==> src/srsg_pkg.sv <==
// shared widths and a helper function for the stepper ramp step generator
// no dependencies; imported by the divider, the square root unit and the top level
package srsg_pkg;

    // speeds are signed 1/256 step/s, acceleration unsigned 1/256 step/s^2
    localparam int SPEED_W = 29;
    localparam int ACCEL_W = 28;
    localparam int POS_W   = 32;

    // shared divider: 36 bit dividend (accel << 8), divisor is a speed magnitude
    localparam int DVD_W = ACCEL_W + 8;
    localparam int DVS_W = SPEED_W;

    // square root of accel * 512, padded to an even width
    localparam int RAD_W  = ACCEL_W + 10;
    localparam int ROOT_W = RAD_W / 2;

    // default timer settings
    localparam int DEF_TICKS_PER_US = 48;
    localparam int DEF_COUNTER_MAX  = 65535;
    localparam int DEF_PULSE_US     = 3;

    localparam int PULSE_PROD_W = 12;

    // pulse high time in prescaled ticks, clamped to 2..255
    function automatic logic [7:0] pulse_for(input logic [PULSE_PROD_W-1:0] hi_ticks,
                                             input logic [2:0] div);
        logic [PULSE_PROD_W-1:0] hi;
        hi = hi_ticks >> {div, 1'b0};
        if (hi < PULSE_PROD_W'(2)) begin
            pulse_for = 8'd2;
        end else if (hi > PULSE_PROD_W'(255)) begin
            pulse_for = 8'd255;
        end else begin
            pulse_for = hi[7:0];
        end
    endfunction

endpackage

==> src/srsg_div.sv <==
// radix-2 restoring divider, one quotient bit per cycle
// depends on srsg_pkg for the operand widths
module srsg_div (
    input  logic                       i_clk,
    input  logic                       i_rst_n,
    input  logic                       i_start,
    input  logic [srsg_pkg::DVD_W-1:0] i_dividend,
    input  logic [srsg_pkg::DVS_W-1:0] i_divisor,
    output logic                       o_busy,
    output logic [srsg_pkg::DVD_W-1:0] o_quotient
);
    import srsg_pkg::*;

    localparam int CNT_W = $clog2(DVD_W + 1);

    logic             r_busy;
    logic [CNT_W-1:0] r_cnt;
    logic [DVD_W-1:0] r_quo;
    logic [DVS_W-1:0] r_rem;
    logic [DVS_W-1:0] r_dvs;
    logic [DVS_W:0]   rem_sh;
    logic [DVS_W:0]   rem_sub;
    logic             ge;

    assign rem_sh  = {r_rem, r_quo[DVD_W-1]};
    assign ge      = rem_sh >= {1'b0, r_dvs};
    assign rem_sub = rem_sh - {1'b0, r_dvs};

    always_ff @(posedge i_clk) begin
        if (!i_rst_n) begin
            r_busy <= 1'b0;
            r_cnt  <= '0;
        end else if (i_start) begin
            r_busy <= 1'b1;
            r_cnt  <= CNT_W'(DVD_W);
        end else if (r_busy) begin
            r_cnt  <= r_cnt - 1'b1;
            r_busy <= r_cnt != CNT_W'(1);
        end
    end

    always_ff @(posedge i_clk) begin
        if (i_start) begin
            r_quo <= i_dividend;
            r_rem <= '0;
            r_dvs <= i_divisor;
        end else if (r_busy) begin
            r_quo <= {r_quo[DVD_W-2:0], ge};
            r_rem <= ge ? rem_sub[DVS_W-1:0] : rem_sh[DVS_W-1:0];
        end
    end

    assign o_busy     = r_busy;
    assign o_quotient = r_quo;
endmodule

==> src/srsg_sqrt.sv <==
// digit-by-digit integer square root, one root bit per cycle
// depends on srsg_pkg for the operand widths
module srsg_sqrt (
    input  logic                        i_clk,
    input  logic                        i_rst_n,
    input  logic                        i_start,
    input  logic [srsg_pkg::RAD_W-1:0]  i_radicand,
    output logic                        o_busy,
    output logic [srsg_pkg::ROOT_W-1:0] o_root
);
    import srsg_pkg::*;

    localparam int REM_W = ROOT_W + 3;
    localparam int CNT_W = $clog2(ROOT_W + 1);

    logic              r_busy;
    logic [CNT_W-1:0]  r_cnt;
    logic [RAD_W-1:0]  r_x;
    logic [ROOT_W-1:0] r_root;
    logic [REM_W-1:0]  r_rem;
    logic [REM_W-1:0]  rem_sh;
    logic [REM_W-1:0]  trial;
    logic              ge;

    assign rem_sh = {r_rem[REM_W-3:0], r_x[RAD_W-1:RAD_W-2]};
    assign trial  = {1'b0, r_root, 2'b01};
    assign ge     = rem_sh >= trial;

    always_ff @(posedge i_clk) begin
        if (!i_rst_n) begin
            r_busy <= 1'b0;
            r_cnt  <= '0;
        end else if (i_start) begin
            r_busy <= 1'b1;
            r_cnt  <= CNT_W'(ROOT_W);
        end else if (r_busy) begin
            r_cnt  <= r_cnt - 1'b1;
            r_busy <= r_cnt != CNT_W'(1);
        end
    end

    always_ff @(posedge i_clk) begin
        if (i_start) begin
            r_x    <= i_radicand;
            r_root <= '0;
            r_rem  <= '0;
        end else if (r_busy) begin
            r_x    <= {r_x[RAD_W-3:0], 2'b00};
            r_root <= {r_root[ROOT_W-2:0], ge};
            r_rem  <= ge ? (rem_sh - trial) : rem_sh;
        end
    end

    assign o_busy = r_busy;
    assign o_root = r_root;
endmodule

==> src/stepper_ramp_step_generator.sv <==
// stepper motor step generator with a constant acceleration speed ramp
// depends on srsg_pkg, srsg_div (shared serial divider) and srsg_sqrt
//
// channel   dir  beat contents
// s_axis    in   tuser kind, tdata target_speed
// m_axis    out  one result beat per input beat
// cfg       in   write enable, index, data (acceleration, invert_direction)
//
// a step tick or a target command that ramps takes at most one 36 bit serial
// division for the ramp step (or a 19 bit square root from standstill),
// a second 36 bit division for the step period, then up to six prescaler steps
// other commands need no arithmetic, or one division when the timer keeps running
// the finished result waits in the output register; a new beat is taken meanwhile
// synchronous active-low reset clears speeds, position, timer state and config
module stepper_ramp_step_generator #(
    parameter int TICKS_PER_US = srsg_pkg::DEF_TICKS_PER_US,
    parameter int COUNTER_MAX  = srsg_pkg::DEF_COUNTER_MAX,
    parameter int PULSE_US     = srsg_pkg::DEF_PULSE_US
) (
    input  logic        i_clk,
    input  logic        i_rst_n,
    input  logic        s_axis_tvalid,
    output logic        s_axis_tready,
    input  logic [31:0] s_axis_tdata,   // target_speed[28:0], zero fill
    input  logic [1:0]  s_axis_tuser,   // kind[1:0]
    output logic        m_axis_tvalid,
    input  logic        m_axis_tready,
    // running[0] direction_cw[1] divider_index[4:2] period_count[20:5]
    // pulse_count[28:21] reload_only[29] position_out[61:30] speed_out[90:62]
    // at_speed[91], zero fill
    output logic [95:0] m_axis_tdata,
    input  logic        i_cfg_we,
    input  logic        i_cfg_index,
    input  logic [27:0] i_cfg_data
);
    import srsg_pkg::*;

    localparam logic [1:0] K_TICK = 2'd0;
    localparam logic [1:0] K_TARGET = 2'd1;
    localparam logic [1:0] K_STOP = 2'd2;
    localparam logic [1:0] K_HOME = 2'd3;

    localparam logic CFG_ACCEL = 1'b0;
    localparam logic CFG_INVERT = 1'b1;

    localparam logic [3:0] S_IDLE = 4'd0;
    localparam logic [3:0] S_RAMP_GO = 4'd1;
    localparam logic [3:0] S_RAMP_WAIT = 4'd2;
    localparam logic [3:0] S_RAMP_APPLY = 4'd3;
    localparam logic [3:0] S_TIME_GO = 4'd4;
    localparam logic [3:0] S_TIME_WAIT = 4'd5;
    localparam logic [3:0] S_PRESC = 4'd6;
    localparam logic [3:0] S_FINISH = 4'd7;

    localparam logic [2:0] DIV_LAST = 3'd5;
    localparam int US_W = 24;
    localparam int TICKS_W = 32;
    localparam logic [TICKS_W-1:0] FIT_LIM = TICKS_W'(COUNTER_MAX - 2000);
    localparam logic [PULSE_PROD_W-1:0] PULSE_PROD = PULSE_PROD_W'(TICKS_PER_US * PULSE_US);
    localparam logic [DVD_W-1:0] US_SCALE = DVD_W'(256000000);
    localparam logic signed [SPEED_W-1:0] SLOW_LIMIT = SPEED_W'(12800);
    localparam logic signed [SPEED_W-1:0] SPD_MIN = {1'b1, {(SPEED_W-1){1'b0}}};
    localparam logic signed [SPEED_W-1:0] SPD_MAX = {1'b0, {(SPEED_W-1){1'b1}}};

    logic [3:0] r_state;

    // config
    logic [ACCEL_W-1:0] r_accel;
    logic               r_invert;

    // block state
    logic signed [SPEED_W-1:0] r_cur;
    logic signed [SPEED_W-1:0] r_goal;
    logic [POS_W-1:0]          r_pos;
    logic                      r_timer;
    logic [2:0]                r_active;
    logic                      r_dir;

    // per-item working registers
    logic               r_apply;      // speed update path taken
    logic               r_timer_was;  // timer state seen by the speed update
    logic               r_restart;
    logic [TICKS_W-1:0] r_ticks;
    logic [2:0]         r_d;
    logic [2:0]         r_div;
    logic [15:0]        r_period;

    // output register
    logic        r_ovalid;
    logic [95:0] r_odata;

    // arithmetic units
    logic               div_start, div_busy;
    logic [DVD_W-1:0]   div_dvd, div_quo;
    logic [DVS_W-1:0]   div_dvs;
    logic               sq_start, sq_busy;
    logic [ROOT_W-1:0]  sq_root;

    logic signed [SPEED_W-1:0] in_t;
    logic signed [SPEED_W-1:0] goal_cmd;
    logic [SPEED_W-1:0]        cur_mag;
    logic [DVD_W-1:0]          step_amt;
    logic signed [DVD_W+2:0]   v_x, g_x, s_x, up_x, dn_x;
    logic signed [SPEED_W-1:0] ramp_v;
    logic [SPEED_W:0]          ramp_mag;
    logic                      in_acc;
    logic [2:0]                o_div;

    assign in_acc = s_axis_tvalid && s_axis_tready;
    assign s_axis_tready = r_state == S_IDLE;
    assign in_t = s_axis_tdata[SPEED_W-1:0];

    // commanded goal, negation of the most negative value saturates
    always_comb begin
        if (r_invert) begin
            goal_cmd = in_t;
        end else if (in_t == SPD_MIN) begin
            goal_cmd = SPD_MAX;
        end else begin
            goal_cmd = -in_t;
        end
    end

    assign cur_mag = r_cur[SPEED_W-1] ? SPEED_W'(-r_cur) : SPEED_W'(r_cur);

    // divider serves the ramp step then the period
    assign div_start = (r_state == S_RAMP_GO && r_cur != '0) || r_state == S_TIME_GO;
    assign div_dvd   = (r_state == S_TIME_GO) ? US_SCALE : {r_accel, 8'd0};
    assign div_dvs   = cur_mag;
    assign sq_start  = r_state == S_RAMP_GO && r_cur == '0;

    srsg_div u_div (
        .i_clk      (i_clk),
        .i_rst_n    (i_rst_n),
        .i_start    (div_start),
        .i_dividend (div_dvd),
        .i_divisor  (div_dvs),
        .o_busy     (div_busy),
        .o_quotient (div_quo)
    );

    srsg_sqrt u_sqrt (
        .i_clk      (i_clk),
        .i_rst_n    (i_rst_n),
        .i_start    (sq_start),
        .i_radicand ({1'b0, r_accel, 9'd0}),
        .o_busy     (sq_busy),
        .o_root     (sq_root)
    );

    // ramp toward the goal, clamped at the goal
    always_comb begin
        step_amt = (r_cur == '0) ? DVD_W'(sq_root) : div_quo;
        v_x  = (DVD_W+3)'(r_cur);
        g_x  = (DVD_W+3)'(r_goal);
        s_x  = $signed({3'b000, step_amt});
        up_x = v_x + s_x;
        dn_x = v_x - s_x;
        if (r_cur < r_goal) begin
            ramp_v = (up_x > g_x) ? r_goal : up_x[SPEED_W-1:0];
        end else if (r_cur > r_goal) begin
            ramp_v = (dn_x < g_x) ? r_goal : dn_x[SPEED_W-1:0];
        end else begin
            ramp_v = r_cur;
        end
        ramp_mag = ramp_v[SPEED_W-1] ? -{ramp_v[SPEED_W-1], ramp_v}
                                     : {ramp_v[SPEED_W-1], ramp_v};
    end

    always_ff @(posedge i_clk) begin
        if (!i_rst_n) begin
            r_accel  <= '0;
            r_invert <= 1'b0;
        end else if (i_cfg_we) begin
            unique case (i_cfg_index)
                CFG_ACCEL:  r_accel  <= i_cfg_data[ACCEL_W-1:0];
                CFG_INVERT: r_invert <= i_cfg_data[0];
                default:    r_invert <= r_invert;
            endcase
        end
    end

    always_ff @(posedge i_clk) begin
        if (!i_rst_n) begin
            r_state     <= S_IDLE;
            r_cur       <= '0;
            r_goal      <= '0;
            r_pos       <= '0;
            r_timer     <= 1'b0;
            r_active    <= '0;
            r_dir       <= 1'b0;
            r_apply     <= 1'b0;
            r_timer_was <= 1'b0;
            r_restart   <= 1'b0;
            r_ovalid    <= 1'b0;
        end else begin
            // a finishing item refills the output register itself
            if (r_ovalid && m_axis_tready && r_state != S_FINISH) begin
                r_ovalid <= 1'b0;
            end
            unique case (r_state)
                S_IDLE: begin
                    if (in_acc) begin
                        r_restart <= 1'b0;
                        // speed update runs for ticks and for slow target commands
                        r_apply   <= (s_axis_tuser == K_TICK) ||
                                     (s_axis_tuser == K_TARGET && r_cur < SLOW_LIMIT);
                        unique case (s_axis_tuser)
                            K_TICK: begin
                                r_pos <= r_pos + (r_cur[SPEED_W-1] ? '1 : POS_W'(1));
                                r_timer_was <= r_timer;
                                r_state     <= S_RAMP_GO;
                            end
                            K_TARGET: begin
                                r_goal <= goal_cmd;
                                if (r_cur < SLOW_LIMIT) begin
                                    // timer stopped first, then one ramp step
                                    r_timer     <= 1'b0;
                                    r_timer_was <= 1'b0;
                                    r_state     <= S_RAMP_GO;
                                end else begin
                                    r_state <= S_TIME_GO;
                                end
                            end
                            K_STOP: begin
                                r_goal  <= '0;
                                r_cur   <= '0;
                                r_timer <= 1'b0;
                                r_state <= S_FINISH;
                            end
                            K_HOME: begin
                                r_pos   <= '0;
                                r_state <= r_timer ? S_TIME_GO : S_FINISH;
                            end
                            default: r_state <= S_FINISH;
                        endcase
                    end
                end
                S_RAMP_GO: r_state <= S_RAMP_WAIT;
                S_RAMP_WAIT: begin
                    if (!div_busy && !sq_busy) begin
                        r_state <= S_RAMP_APPLY;
                    end
                end
                S_RAMP_APPLY: begin
                    // speeds under 0.1 step/s stop the timer
                    if (ramp_mag < (SPEED_W+1)'(26)) begin
                        r_cur   <= '0;
                        r_timer <= 1'b0;
                        r_state <= S_FINISH;
                    end else begin
                        r_cur   <= ramp_v;
                        r_dir   <= !ramp_v[SPEED_W-1];
                        r_state <= S_TIME_GO;
                    end
                end
                S_TIME_GO: r_state <= S_TIME_WAIT;
                S_TIME_WAIT: begin
                    if (!div_busy) begin
                        r_ticks <= TICKS_W'(TICKS_PER_US) * TICKS_W'(div_quo[US_W-1:0]);
                        r_d     <= '0;
                        r_state <= S_PRESC;
                    end
                end
                S_PRESC: begin
                    if (r_ticks < FIT_LIM || r_d == DIV_LAST) begin
                        r_div    <= r_d;
                        r_period <= (r_ticks < FIT_LIM) ? r_ticks[15:0] : 16'(COUNTER_MAX);
                        if (r_apply) begin
                            r_restart <= !(r_d == r_active && r_timer_was);
                            r_active  <= r_d;
                            r_timer   <= 1'b1;
                        end
                        r_state <= S_FINISH;
                    end else begin
                        r_ticks <= r_ticks >> 2;
                        r_d     <= r_d + 1'b1;
                    end
                end
                S_FINISH: begin
                    if (!r_ovalid || m_axis_tready) begin
                        r_ovalid <= 1'b1;
                        r_state  <= S_IDLE;
                    end
                end
                default: r_state <= S_IDLE;
            endcase
        end
    end

    assign o_div = r_timer ? r_div : r_active;

    always_ff @(posedge i_clk) begin
        if (r_state == S_FINISH && (!r_ovalid || m_axis_tready)) begin
            r_odata <= {4'd0,
                        r_cur == r_goal,
                        r_cur,
                        r_pos,
                        r_timer && !r_restart,
                        pulse_for(PULSE_PROD, o_div),
                        r_timer ? r_period : 16'd0,
                        o_div,
                        r_dir,
                        r_timer};
        end
    end

    assign m_axis_tvalid = r_ovalid;
    assign m_axis_tdata  = r_odata;

    // timer runs exactly when the reported speed is nonzero
    a_run_speed: assert property (@(posedge i_clk) disable iff (!i_rst_n)
        m_axis_tvalid |-> (m_axis_tdata[0] == (m_axis_tdata[90:62] != '0)))
        else $error("running flag disagrees with speed");

    // a stopped timer reports no period
    a_stop_period: assert property (@(posedge i_clk) disable iff (!i_rst_n)
        (m_axis_tvalid && !m_axis_tdata[0]) |-> (m_axis_tdata[20:5] == '0))
        else $error("period reported while stopped");

    // one beat in flight: input closes right after an accept
    a_one_item: assert property (@(posedge i_clk) disable iff (!i_rst_n)
        in_acc |=> !s_axis_tready)
        else $error("second beat accepted while busy");

    // the divider is never restarted mid-division
    a_div_start: assert property (@(posedge i_clk) disable iff (!i_rst_n)
        div_start |-> !div_busy)
        else $error("divider started while busy");
endmodule

==> config.mk <==
export PLATFORM = sky130hd
export DESIGN_NAME = stepper_ramp_step_generator
export DESIGN_NICKNAME = d
export VERILOG_FILES = /design/src/srsg_pkg.sv /design/src/srsg_div.sv /design/src/srsg_sqrt.sv /design/src/stepper_ramp_step_generator.sv
export SDC_FILE = /design/constraint.sdc
export NUM_CORES = 1
export LEC_CHECK = 0
export BUFFER_PORTS_ARGS = -buffer_cell sky130_fd_sc_hd__buf_2
export CORE_MARGIN = 5
export CORE_UTILIZATION = 33
export CTS_CLUSTER_SIZE = 20
export DETAILED_ROUTE_END_ITERATION = 8
export PLACE_DENSITY_LB_ADDON = 0.2
export SLEW_MARGIN = 30
export SYNTH_ARGS = -nofsm -noshare
export SYNTH_HDL_FRONTEND = slang
export SYNTH_SLANG_ARGS = --single-unit
==> constraint.sdc <==
create_clock -name i_clk -period 26.7 [get_ports i_clk]
set_input_delay 5.34 -clock i_clk [delete_from_list [all_inputs] [get_ports i_clk]]
set_output_delay 5.34 -clock i_clk [all_outputs]
set_load 0.02 [all_outputs]
==> summary.txt <==
Yosys
  – Syn_area_per_cell: about 8.6 sq um
  – Synth Register Bits: approximately 450
  – Number of enable flip-flop cells after synthesis: 233
  – Post-synth top flop: edfxtp_1
  – Cell Area, Synth: 0.0317 sq mm
  – YS warnings: 0
  – Top cell type's share of synthesized area: 22.1%
  – Register area share after synthesis: 35.5%
  – Area contributors post-synth: edfxtp_1 22%, dfxtp_1 13%, ha_1 11%, nand2_1 5.3%, a21oi_1 5.2%
  – Synth cell types: 107
  – Area leader, netlist: edfxtp_1
  – Post-Syn Instances: between 3000 and 4000
  – FFs w/ async S/R, synth: 0%

Critical path
  – Crit path arrival time: 14.58 ns
  – WP depth: 41
  – Type of origin of the critical path: flop
  – Termination of the worst setup path: r_timer
  – Slowest stage cell, crit path: o21ai_0
  – Worst reg2reg path startpoint: r_cur[0]
  – CP most frequent cell: o21ai_0
  – CP max FO: 50
  – CP Capture Type: flop
  – WP buf/inv: 2
  – RR Endpoint: r_timer
  – WS Path Type: reg2reg
  – Setup crit start: r_cur[0]
  – Critical path's top delay family: simple AND/OR/NAND/NOR gates
  – Slowest stage delay, CP: 0.83 ns
  – R2R Setup Slk: 12.61 ns
  – Worst Path Required: 27.19 ns
  – Cells on worst reg2reg path: 41

Timing
  – Max-slew headroom: 34.8%
  – RSZ-0062 raised after global routing: no
  – Maximum operating frequency: 71.0 MHz
  – Worst-margin pin slew: 0.968 ns
  – Final worst slack: 12.61 ns
  – Min cycle time layout: 14.09 ns
  – Final Cycle Share: 52.8%
  – Max-slew violations: 0
  – Final hold vios: 0
  – Clk_skew: between 0.02 and 0.025 ns
  – Setup TNS: 0 ns
  – Final setup viols: 0

Routing
  – Met2 WL post-DR: 47700 um
  – Total wire length: 98000 um
  – DR pass1 iterations: 6
  – Antenna-violating nets left: 0
  – Routed WL per cell: 19.2 um
  – Wire length on met3: roughly 4400 um
  – Drt drc: 0
  – Drt initial violations: 2198
  – DR top layer: met4
  – DRT met1 WL: 43300 um
  – Vias per cell: 5.36
  – Via count: 27300

Finish
  – Final core occ: 37.4%
  – FILL cells: slightly below 10000
  – Layout Area Growth over Synthesis: 12.3%
  – Share of cells above drive strength 1: 10.9%
  – Final nets: 4142

Clocking
  – Root buf cell: clkbuf_16
  – Latest clock arrival within the worst-skew pair: 0.62 ns
  – CTS buffer count: 51
  – Max clock buf depth: 3
  – Post-cts gate resize count: 0
  – Hold buffer count at CTS: 0
  – CTS H-tree depth: 2
  – Clock slew seen by the registers of the worst setup and hold paths: around 0.060 ns
  – CTS tree: built
  – Clk sink count: 446
  – Post-CTS Setup Bufs: 0

Floorplanning
  – Num rows: approximately 110
  – Io pins: 166
  – Die extent in x: 320 um
  – Die Area: around 0.10 sq mm
  – Core area: 0.0952 sq mm
  – Initial Utilization: between 30% and 40%
  – Die Height: 320 um

GRT
  – Initial antenna violation count: 3
  – Largest net degree at the start of global routing: 66
  – GRT Residual Overflow: 0
  – Via count of the first global-routing pass: 25900
  – GRT Total Usage: between 15 and 20%
  – First-pass GRT wire length: 152000 um

Status
  – Outcome: finished, final reports clean

Placed design
  – GPL Wtd Cong: about 0.92
  – Post-DP HPWL: 73800 um
  – Setup WS pre-CTS: between 10 and 15 ns
  – IO buf count: around 160

Hold path
  – Min-Delay Path Class: reg2reg

Run
  – Max-cap violations: 0
==> worst min-delay path, delay by kind of cell, from the launching register on <==
kind | cells | cell delay (ns)
AND/OR/NAND/NOR | 1 | 0.05
flip-flops | 1 | 0.31
AO/OA/AOI/OAI | 1 | 0.05
==> worst min-delay path by stage <==
stage / end / slack (ns) / from / cells past startpoint
after floorplan: m_axis_tdata[1] / 0.43 / r_dir / 0
after detailed placement: r_invert / 0.45 / r_invert / 2
final: r_invert / 0.46 / r_invert / 2
after global placement: r_invert / 0.45 / r_invert / 2
after global routing: m_axis_tdata[38] / 0.48 / r_pos[8] / 0
after CTS: r_invert / 0.46 / r_invert / 2
==> synthesized netlist by cell type (all sizes together), types with 23 or more instances <==
cell type / instances
and3: 24
o211ai: 31
nand2: 445
nor4: 37
o21ai: 204
nor2b: 31
mux2i: 58
xnor2: 140
xor2: 47
or2: 44
o21bai: 23
clkbuf: 136
a31oi: 40
a21o: 50
edfxtp: 233
a22oi: 39
a211oi: 48
inv: 224
a21oi: 335
o21a: 25
buf: 45
nand3: 70
nand4: 48
ha: 283
dfxtp: 213
nor2: 321
o31ai: 27
nor3: 99
and2: 44
nand2b: 31
==> cells by family (layout without fill, tap and decap cells) <==
family,after synthesis,in the layout,share of synthesized area (%)
and+or+nand+nor,1270,1270,19.1
AOI/OAI and AO/OA,1035,1035,21.5
DFF,446,446,35.5
buffers and inverters,407,532,5.13
adders and majority gates,288,288,11.5
xor gates and xnor gates,187,187,5.17
muxes,66,66,2.12
other,1,7,0.0118
==> cell usage in the layout, fill, tap and decap left out, drive strengths merged, types with 70 or more instances in the layout <==
cell type / netlist / routed
o21ai: 204 / 204
dfxtp: 213 / 213
nand2: 445 / 445
nand3: 70 / 70
edfxtp: 233 / 233
nor2: 321 / 321
a21oi: 335 / 335
ha: 283 / 283
inv: 224 / 228
nor3: 99 / 99
xnor2: 140 / 140
buf: 45 / 210
==> final cells by class <==
type / instances / area, sq um / area share [%]
Antenna cell: 2 / 5.00 / 0.0141
Sequential cell: 446 / 11300 / 31.7
Tap cell: 1265 / 1580 / 4.45
Inverter: 226 / 851 / 2.39
Timing Repair Buffer: 210 / 1190 / 3.35
Clock buffer: 64 / 1410 / 3.96
Clock inverter: 32 / 404 / 1.14
Multi-Input combinational cell: 2851 / 18900 / 53.0
==> sequential cells by signal, summed over array words and instances, names as in the netlist, 5 cells and up <==
name	count
m_axis_tdata	88
u_div.o_quotient	36
r_pos	32
r_ticks	30
r_cur	29
r_goal	29
u_div.r_dvs	29
u_div.r_rem	29
u_sqrt.r_x	29
r_accel	28
u_sqrt.r_rem	20
u_sqrt.o_root	19
r_period	16
u_div.r_cnt	6
u_sqrt.r_cnt	5
==> per-layer routing <==
metal	GRT usage [%]	up-vias
met5	0	-
met4	5.10	0
met1	24.1	13000
met3	2.22	117
li1	-	13600
met2	31.9	598
==> metrics by stage <==
stage	hold slack (ns)	instance area, sq um	cells
2_1_floorplan	0.430	31700	3704
3_3_place_gp	0.446	33700	4997
3_5_place_dp	0.451	33700	4997
4_1_cts	0.460	35600	5093
5_1_grt	0.479	35600	5095
6_report	0.461	35600	5096
Power is left out: the tool's default activity adds up to more than one toggle a clock period on the data nets, which glitch-free logic cannot reach.
